===== config.mk =====
export PLATFORM = sky130hd
export DESIGN_NAME = motor_feedback_angle_tracker_top
export DESIGN_NICKNAME = d
export VERILOG_FILES = /design/src/rtl/mfat_pkg.sv /design/src/rtl/motor_feedback_angle_tracker_top.sv /design/src/rtl/mfat_update.sv
export SDC_FILE = /design/constraint.sdc
export NUM_CORES = 2
export LEC_CHECK = 0
export ABC_AREA = 1
export ABC_CLOCK_PERIOD_IN_PS = 14400
export BUFFER_PORTS_ARGS = -buffer_cell sky130_fd_sc_hd__buf_4
export CAP_MARGIN = 25
export CORE_ASPECT_RATIO = 0.75
export CORE_MARGIN = 8
export CORE_UTILIZATION = 64
export CTS_BUF_LIST = sky130_fd_sc_hd__clkbuf_2 sky130_fd_sc_hd__clkbuf_4 sky130_fd_sc_hd__clkbuf_8
export CTS_CLUSTER_DIAMETER = 120
export DETAILED_ROUTE_END_ITERATION = 8
export GPL_ROUTABILITY_DRIVEN = 0
export PLACE_DENSITY = 0.82
export SLEW_MARGIN = 0
export SYNTH_ARGS = -nofsm -noshare
export SYNTH_HDL_FRONTEND = slang
export SYNTH_SLANG_ARGS = --single-unit

===== constraint.sdc =====
create_clock -name clk -period 14.4 [get_ports clk]
set_input_delay 0.72 -clock clk [delete_from_list [all_inputs] [get_ports clk]]
set_output_delay 0.72 -clock clk [all_outputs]
set_load 0.01 [all_outputs]

===== src/rtl/mfat_pkg.sv =====
package mfat_pkg;

  // Slot count and field widths
  localparam int NUM_MOTORS = 8;
  localparam int SLOT_W     = 3;
  localparam int ANGLE_W    = 16;
  localparam int SPEED_W    = 16;
  localparam int CUR_IN_W   = 16;
  localparam int CUR_W      = 14;
  localparam int HALL_W     = 8;
  localparam int TURN_W     = 24;
  localparam int TOTAL_W    = 37;
  localparam int COUNT_W    = 7;
  localparam int CALIB_W    = 6;
  localparam int ADDR_W     = 3;
  localparam int DATA_W     = 32;

  localparam logic [CALIB_W-1:0] CALIB_RESET = 6'd50;
  localparam logic [COUNT_W-1:0] COUNT_MAX   = 7'd127;

  // Angle jump threshold (half of one mechanical turn in counts)
  localparam logic signed [ANGLE_W:0] HALF_TURN = 17'sd4096;
  localparam int FULL_TURN_SHIFT = 13;

  localparam logic signed [TURN_W-1:0] TURN_MAX = 24'sh7FFFFF;
  localparam logic signed [TURN_W-1:0] TURN_MIN = 24'sh800000;
  localparam logic signed [TOTAL_W:0]  TOTAL_MAX = 38'sd68719476735;

  // x / 5 for 16-bit unsigned x: (x * 52429) >> 18
  localparam logic [15:0] DIV5_RECIP = 16'd52429;
  localparam int DIV5_SHIFT = 18;

  // Register map (byte addresses)
  typedef enum logic [ADDR_W-1:0] {
    REG_CALIB = 3'd0
  } reg_addr_t;

  // One decoded feedback frame
  typedef struct packed {
    logic [SLOT_W-1:0]          slot;
    logic [ANGLE_W-1:0]         angle;
    logic signed [SPEED_W-1:0]  speed;
    logic signed [CUR_IN_W-1:0] current;
    logic [HALL_W-1:0]          hall;
  } frame_t;

  // Per-slot tracker state
  typedef struct packed {
    logic [COUNT_W-1:0]        count;
    logic [ANGLE_W-1:0]        angle;
    logic [ANGLE_W-1:0]        offset;
    logic signed [TURN_W-1:0]  turns;
    logic signed [SPEED_W-1:0] speed;
    logic signed [CUR_W-1:0]   current;
    logic [HALL_W-1:0]         hall;
  } slot_state_t;

endpackage


===== src/rtl/motor_feedback_angle_tracker_top.sv =====
// Channel  | Direction | Handshake          | Payload
// ---------+-----------+--------------------+-----------------------------------------------
// frame in | input     | in_valid/in_stall  | motor_slot, angle_word, speed_word, current_word,
//          |           |                    | hall_byte
// result   | output    | out_valid/out_stall| slot_out .. total_angle_out
// config   | input     | APB (psel/penable) | calib_frames at byte address 0
//
// The result is registered: input register, then one pass of per-slot
// read-modify-write into the result register. One frame per cycle sustained while the
// result is not stalled; the slot state file is written in the same cycle it is read.
// Synchronous reset clears all slot state and sets calib_frames to 50.
// A stalled result holds; the input register still takes a frame while empty.
module motor_feedback_angle_tracker_top (
  input  logic                                 clk,
  input  logic                                 rst,
  // frame input
  input  logic                                 in_valid,
  output logic                                 in_stall,
  input  logic [mfat_pkg::SLOT_W-1:0]          motor_slot,
  input  logic [mfat_pkg::ANGLE_W-1:0]         angle_word,
  input  logic signed [mfat_pkg::SPEED_W-1:0]  speed_word,
  input  logic signed [mfat_pkg::CUR_IN_W-1:0] current_word,
  input  logic [mfat_pkg::HALL_W-1:0]          hall_byte,
  // result output
  output logic                                 out_valid,
  input  logic                                 out_stall,
  output logic [mfat_pkg::SLOT_W-1:0]          slot_out,
  output logic                                 calibrating,
  output logic [mfat_pkg::ANGLE_W-1:0]         angle_out,
  output logic [mfat_pkg::ANGLE_W-1:0]         offset_out,
  output logic signed [mfat_pkg::SPEED_W-1:0]  speed_out,
  output logic signed [mfat_pkg::CUR_W-1:0]    current_out,
  output logic [mfat_pkg::HALL_W-1:0]          hall_out,
  output logic signed [mfat_pkg::TURN_W-1:0]   turns_out,
  output logic signed [mfat_pkg::TOTAL_W-1:0]  total_angle_out,
  // configuration
  input  logic                                 psel,
  input  logic                                 penable,
  input  logic                                 pwrite,
  input  logic [mfat_pkg::ADDR_W-1:0]          paddr,
  input  logic [mfat_pkg::DATA_W-1:0]          pwdata,
  output logic [mfat_pkg::DATA_W-1:0]          prdata,
  output logic                                 pready
);
  import mfat_pkg::*;

  logic [CALIB_W-1:0]       calib_frames;
  logic                     s1_valid;
  frame_t                   s1_frame;
  slot_state_t              slot_st [NUM_MOTORS];
  slot_state_t              st_cur;
  slot_state_t              st_next;
  logic                     upd_cal;
  logic signed [TOTAL_W-1:0] upd_total;
  logic                     out_ready;
  logic                     advance;
  logic                     in_range;
  logic                     cfg_write;

  // Configuration register
  assign pready    = 1'b1;
  assign cfg_write = psel && penable && pwrite && pready;
  assign prdata    = (paddr == REG_CALIB) ? {{(DATA_W - CALIB_W){1'b0}}, calib_frames}
                                          : '0;

  always_ff @(posedge clk) begin
    if (rst) begin
      calib_frames <= CALIB_RESET;
    end else if (cfg_write && (paddr == REG_CALIB)) begin
      calib_frames <= pwdata[CALIB_W-1:0];
    end
  end

  // Flow control
  assign out_ready = !out_valid || !out_stall;
  assign advance   = s1_valid && out_ready;
  assign in_stall  = s1_valid && !out_ready;

  // Input register
  always_ff @(posedge clk) begin
    if (rst) begin
      s1_valid <= 1'b0;
    end else if (!in_stall) begin
      s1_valid <= in_valid;
    end
  end

  always_ff @(posedge clk) begin
    if (in_valid && !in_stall) begin
      s1_frame <= '{slot: motor_slot, angle: angle_word, speed: speed_word,
                    current: current_word, hall: hall_byte};
    end
  end

  // Slot state read and update
  assign in_range = ({{(32 - SLOT_W){1'b0}}, s1_frame.slot} < 32'(NUM_MOTORS));
  assign st_cur   = slot_st[s1_frame.slot];

  mfat_update u_update (
    .cur          (st_cur),
    .frm          (s1_frame),
    .calib_frames (calib_frames),
    .nxt          (st_next),
    .cal          (upd_cal),
    .total        (upd_total)
  );

  always_ff @(posedge clk) begin
    if (rst) begin
      for (int i = 0; i < NUM_MOTORS; i++) slot_st[i] <= '0;
    end else if (advance && in_range) begin
      slot_st[s1_frame.slot] <= st_next;
    end
  end

  // Result register
  always_ff @(posedge clk) begin
    if (rst) begin
      out_valid <= 1'b0;
    end else if (out_ready) begin
      out_valid <= s1_valid;
    end
  end

  always_ff @(posedge clk) begin
    if (advance) begin
      slot_out <= s1_frame.slot;
      if (in_range) begin
        calibrating     <= upd_cal;
        angle_out       <= st_next.angle;
        offset_out      <= st_next.offset;
        speed_out       <= st_next.speed;
        current_out     <= st_next.current;
        hall_out        <= st_next.hall;
        turns_out       <= st_next.turns;
        total_angle_out <= upd_total;
      end else begin
        calibrating     <= 1'b0;
        angle_out       <= '0;
        offset_out      <= '0;
        speed_out       <= '0;
        current_out     <= '0;
        hall_out        <= '0;
        turns_out       <= '0;
        total_angle_out <= '0;
      end
    end
  end

  // Checks
  a_cal_offset: assert property (@(posedge clk) disable iff (rst)
    out_valid && calibrating |-> angle_out == offset_out)
    else $error("calibration result with angle differing from offset");

  a_total: assert property (@(posedge clk) disable iff (rst)
    out_valid && (turns_out != TURN_MAX) |->
      total_angle_out == ({turns_out[TOTAL_W-FULL_TURN_SHIFT-1:0], {FULL_TURN_SHIFT{1'b0}}}
                          + {{(TOTAL_W - ANGLE_W){1'b0}}, angle_out}))
    else $error("total angle does not match turns and angle");

  a_cur_range: assert property (@(posedge clk) disable iff (rst)
    out_valid |-> (current_out >= -14'sd6553) && (current_out <= 14'sd6553))
    else $error("scaled current out of range");

  a_hold_s1: assert property (@(posedge clk) disable iff (rst)
    s1_valid && out_valid && out_stall |=> s1_valid && $stable(s1_frame))
    else $error("pending frame lost while result stalled");

endmodule


===== src/rtl/mfat_update.sv =====
module mfat_update (
  input  mfat_pkg::slot_state_t                cur,
  input  mfat_pkg::frame_t                     frm,
  input  logic [mfat_pkg::CALIB_W-1:0]         calib_frames,
  output mfat_pkg::slot_state_t                nxt,
  output logic                                 cal,
  output logic signed [mfat_pkg::TOTAL_W-1:0]  total
);
  import mfat_pkg::*;

  logic signed [ANGLE_W:0]   delta;
  logic                      cur_neg;
  logic [CUR_IN_W-1:0]       cur_mag;
  logic [31:0]               div_prod;
  logic [CUR_W-1:0]          quo;
  logic signed [CUR_W-1:0]   cur_scaled;
  logic signed [TURN_W-1:0]  turns_upd;
  logic signed [TOTAL_W:0]   total_raw;

  // Calibration window check against the count before this frame
  assign cal = (cur.count <= {1'b0, calib_frames});

  // Signed jump from the previous stored angle
  assign delta = $signed({1'b0, frm.angle}) - $signed({1'b0, cur.angle});

  // current / -5, truncated toward zero: divide magnitude, then fix sign
  assign cur_neg    = frm.current[CUR_IN_W-1];
  assign cur_mag    = cur_neg ? CUR_IN_W'(-frm.current) : CUR_IN_W'(frm.current);
  assign div_prod   = {16'd0, cur_mag} * {16'd0, DIV5_RECIP};
  assign quo        = div_prod[DIV5_SHIFT +: CUR_W];
  assign cur_scaled = cur_neg ? $signed(quo) : $signed(CUR_W'(-quo));

  // Saturating turn counter: big forward jump means a wrap downward
  always_comb begin
    turns_upd = cur.turns;
    if (delta > HALF_TURN) begin
      if (cur.turns != TURN_MIN) turns_upd = cur.turns - 24'sd1;
    end else if (delta < -HALF_TURN) begin
      if (cur.turns != TURN_MAX) turns_upd = cur.turns + 24'sd1;
    end
  end

  // Next slot state
  always_comb begin
    nxt       = cur;
    nxt.count = (cur.count == COUNT_MAX) ? cur.count : cur.count + 7'd1;
    nxt.angle = frm.angle;
    if (cal) begin
      nxt.offset = frm.angle;
    end else begin
      nxt.speed   = frm.speed;
      nxt.current = cur_scaled;
      nxt.hall    = frm.hall;
      nxt.turns   = turns_upd;
    end
  end

  // Total angle = turns * 8192 + angle, clipped at the positive limit
  assign total_raw = $signed({nxt.turns[TURN_W-1], nxt.turns, {FULL_TURN_SHIFT{1'b0}}})
                   + $signed({{(TOTAL_W + 1 - ANGLE_W){1'b0}}, nxt.angle});
  assign total = (total_raw > TOTAL_MAX) ? TOTAL_MAX[TOTAL_W-1:0] : total_raw[TOTAL_W-1:0];

endmodule


; ---- After elaboration in Yosys (flattened, before gate mapping)
; Memories as Yosys holds them, arrays and structs flattened. A register that Yosys moved wholly into a read port is not among the register bits.
; Cells that the tools add are included.
; W data, S select, Z words.
[op_classes]
add_sub_neg = 7
n_mul = 1
order_cmp = 4
n_eq_ne = 3
n_mux = 19
n_reduce_logical = 13
[ops]
columns = operator, count
row1 = $mux W101, 1
row2 = $reduce_or A101 Y1, 1
row3 = $mux W24, 4
row4 = $mux W62, 1
row5 = $ne A24 B24 Y1 const B, 2
row6 = $add A37 B17 Y38, 1
row7 = $gt A38 B37 Y1 const B, 1
row8 = $mul A16 B16 Y32 const B, 1
row9 = $mux W16, 2
row10 = $add A24 B2 Y24 const B, 1
row11 = $sub A24 B2 Y24 const B, 1
row12 = $gt A17 B14 Y1 const B, 1
row13 = $lt A17 B13 Y1 const B, 1
row14 = $sub A16 B16 Y17, 1
row15 = $neg A16 Y16, 1
row16 = $mux W14, 1
row17 = $neg A14 Y14, 1
row18 = $add A7 B1 Y7 const B, 1
row19 = $eq A7 B7 Y1 const B, 1
row20 = $le A7 B6 Y1, 1
row21 = $mux W7, 1
row22 = $logic_and A1 B1 Y1, 6
row23 = $mux W1, 6
row24 = $mux W3, 2
row25 = 4 further kinds, 7
[totals]
register_bits = 202
ram_bits = 808
in_bits = 101
output_inout_bits = 170
word_cells = 65
mem_count = 1
[memory_table]
columns = memory, depth, width, rd, rd_ports_with_merged_regs, wr, line
row1 = slot_st, 8, 101, 1, 1, 8, motor_feedback_angle_tracker_top.sv:50  ; slot_state_t slot_st [NUM_MOTORS];

; ---- Depth between registers and ports, before layout
[depth]
ltp_word = 8
depth_mapped = 50
mapped_depth_nobuf = 40

; ---- Modules after synthesis
; A second synthesis with hierarchy kept.
[hier_totals]
cells_unflattened = 6730
area_unflattened_um2 = 56822.0
[by_module_without_submodules]
columns = mod, instances, cells_per_inst, area_per_inst_um2, seq_area_each_um2
row1 = motor_feedback_angle_tracker_top, 1, 4813, 45427.3, 30309.1
row2 = mfat_update, 1, 1917, 11394.7, 0.0

; ---- Least setup slack after synthesis
; No wires, ideal clock.
[synth_timing]
kind = input-to-reg
startpoint = input port out_stall
endpoint = memory slot_st[0][0] in the netlist's numbering, enable pin
setup_ps = 463
arrival_time_ps = 10894
t_required_ps = 13937
path_slack_ps = 3043
stages = 7
path_buffers = 2
path_cell_list = a21oi_1 > nand2_1 > nor2_1 > nand2_1 > clkbuf_1 > clkbuf_1 > nand2_1
[synth_rtl]
columns = item, line
row1 = from (decl), motor_feedback_angle_tracker_top.sv:26  ; input logic out_stall,
row2 = to (decl), motor_feedback_angle_tracker_top.sv:50

==> results.md <==
- CP max stage cell: dfxtp_4
- Hold Worst Slack: 0.0588 ns
- Filler Cell Count: 5954
- Area Overhead vs Synth: 9.62%
- First-pass GRT wire length: 227 mm
- Area taken by multi-input logic gates: 19800 um^2
- WHS Endpoint: s1_frame[45]
- Pre-CTS setup slack: 5.25 ns
- Avg WL per Cell: 21.4 um
- GRT Total Usage: 31.2%
- Top-count cell post-synth: nor2_1
- CTS sink count: 1013
- CP max FO: 213
- Pwr Density: 194 nW/um^2
- Initial Util: 64.2%
- Via count: 42200
- Status: completed
- Rel. slew slack: 24.9%
- Warnings from Yosys: 0
- Adder-cell share of the synthesized area: 6.79%
- Hold depth: 1
- Initial antenna violation count: 5
- Max Slew Vio Count: 0
- WP data required: 15.05 ns
- DRT antenna net count: 0
- Xor-xnor portion of the synthesized cell area: 0.981%
- Endpoints failing setup: 0
- WP buf/inv: 4
- IO buf count: 217
- DP Area: 55600 um^2
- Largest family of logic cells by synthesized area: simple AND/OR/NAND/NOR gates
- Synth cell count leaders: nor2_1 (1211), edfxtp_1 (1002), nand2_1 (960)
- Worst reg2reg path depth: 36
- Area fraction of the dominant cell type after synthesis: 56.2%
- Final setup skew: 0.0606 ns
- FP Rows: 92
- Worst hold path type: in -> reg
- Clk Tree Root Cell: clkbuf_8
- Hold Buf Count CTS: 0
- Cell area after synthesis: 53600 um^2
- Post-layout worst setup margin: 4.76 ns
- Die Span Y: 267 um
- Placed insts: 6686
- Largest net degree at the start of global routing: 214
- Tcrit/Tclk final: 67.0%
- Iter 0 DRT Violations: 5878
- MaxCap Viol Count: 0
- Leakage: 24.8 nW
- Post-Synth Simple-Gate Area: 20.7%
- Max incr delay on CP: 0.99 ns
- Largest cells by area after synthesis: edfxtp_1 (56%), nor2_1 (8.5%), nand2_1 (6.7%), ha_1 (3.7%), inv_1 (3.6%)
- Register area: 30300 um^2
- Core area: 83500 um^2
- Clock latency on the worst-skew pair: 0.84 ns
- Post-synthesis mux area share: 0%
- IO Pins: 271
- Cell count after synthesis: 5595
- Synth async-reset ratio: 0%
- Biggest area consumer among synthesized cells: edfxtp_1
- Post-synth EDFFs: 1002
- HP Start: angle_word[5]
- Sequential element share of the synthesized area: 56.6%
- Number of gates resized after CTS: 0
- End of the worst register-to-register path: total_angle_out[35]
- RSZ-0062 raised after global routing: no
- Clock slew at reported path FFs: 0.06 ns
- CTS tree: done
- Finished layout cell area: 58700 um^2
- Post-CTS setup buffer count: 0
- Compound-cell area share of the yosys netlist: 8.02%
- Achievable Freq: 0.104 GHz
- Reg2reg setup slack: 4.76 ns
- CP arrival: 10.29 ns
- Top_reg_cell synth: edfxtp_1
- Worst vdd ir: 0.418 mV
- Mean Syn Cell Area: 9.58 um^2
- Post-route setup TNS: 0 ns
- Gr ovfl total: 0
- Crit. End Element: flip-flop
- Layout Nets: 6061
- Core Util, Final: 70.4%
- Vias in the first global route: 41100
- Design Power: 11.4 mW
- Tmin final: 9.64 ns
- First-pass DRT Iterations: 8
- Top delay family on crit path: simple AND/OR/NAND/NOR gates
- Actual slew at the worst max-slew pin: 1.13 ns
- Die X: 350 um
- Routed Wire Length: 149 mm
- Final cell count without fillers: 6967
- Die area: 93300 um^2
- Most frequent CP cell: nand2_1
- Setup Crit Path Kind: reg -> reg
- CTS H-tree lvls: 4
- HPWL after DPL: 87.3 mm
- Synth Register Bits: 1013
- CP Launch Type: flip-flop
- CTS Buffer Depth: 3
- TritonCTS buffer count: 154
- DRC viols: 0
- Cell variety after synth: 59
- DR vias/cell: 6.05
- Layout cells sized above 1: 12.0%
- Endpoints failing hold: 0
## routing by layer
metal | part of all wire (%) | routed length, um | track usage, % | up-vias
li1 | - | - | - | 18900
met1 | 37 | 55100 | 41.6 | 19700
met2 | 45 | 67300 | 48.6 | 3057
met3 | 14 | 20800 | 7.92 | 449
met4 | 4.1 | 6070 | 13.7 | 2
met5 | 0.0074 | 11 | 0 | -
## cell type report
cell class                 count  area share [%]
antenna                        4          0.0170
clock buffer                 212            4.44
clock inverter                60           0.680
inverter                     555            3.58
multi-input combinational   3727            33.7
sequential                  1013            51.6
tap                         1128            2.40
timing repair buffer         268            3.56
## logic make-up (layout without fill, tap and decap cells)
kind of cell,count (synthesis),in the layout
buf+inv,880,1095
xor+xnor,60,60
flops,1013,1013
simple gates,2642,2642
compound gates,757,757
fa+ha+maj,241,241
other cells,2,31
## registers in the layout, indices dropped and copies added, names as in the netlist, named ones only
name             flops
slot_st            808
s1_frame            59
total_angle_out     37
turns_out           24
angle_out           16
offset_out          16
speed_out           16
current_out         14
hall_out             8
calib_frames         6
slot_out             3
calibrating          1
out_valid            1
s1_valid             1
## worst max path at each step
stage                   start             endpoint  slack, ns  cells past startpoint
global placement    flip-flop  total_angle_out[35]       5.51                     36
global route        flip-flop  total_angle_out[35]       4.25                     36
finish              flip-flop  total_angle_out[35]       4.76                     36
CTS                 flip-flop  total_angle_out[35]       5.10                     36
detailed placement  flip-flop   total_angle_out[3]       5.25                     36
floorplan           out_stall        slot_st[0][0]       3.04                      7
## power by group
group / internal (mW) / switching (mW) / total, mW
sequential: 3.48 / 0.0764 / 3.56
combinational: 1.66 / 3.80 / 5.45
clock: 1.22 / 1.14 / 2.36
## worst reg2reg max path: cells and delay by family (launching register included)
family / cells / cell delay [ns]
buffers and inverters: 4 / 1.25
AND/OR/NAND/NOR: 25 / 4.54
adder cells (fa/ha/maj): 3 / 1.07
AO/OA/AOI/OAI: 3 / 0.86
flip-flops: 1 / 0.99
XOR/XNOR: 1 / 0.75
## placed cells by master (no fill, tap or decap), types with 5 or more instances in the layout
cell type	count
ha_1	158
nor2_2	22
clkinv_2	11
o21ai_1	58
o21ai_0	327
fa_1	83
edfxtp_1	1002
xor2_1	39
conb_1	27
nand2_4	23
clkinvlp_4	5
clkinv_1	51
o22ai_1	77
clkbuf_8	163
a221oi_1	26
nand4_1	36
or2_2	26
nor2_1	1210
o221ai_1	49
inv_2	15
dfxtp_1	8
o21bai_1	5
nor2_4	12
a21oi_1	168
nand3_2	41
nand2_2	36
nand3b_1	5
nand2_1	943
inv_1	518
a31oi_1	5
a21o_1	22
nor3_1	25
xnor2_1	21
nand3_1	246
buf_4	263
clkbuf_4	50
Note: power is estimated with default switching activity, not from simulation.
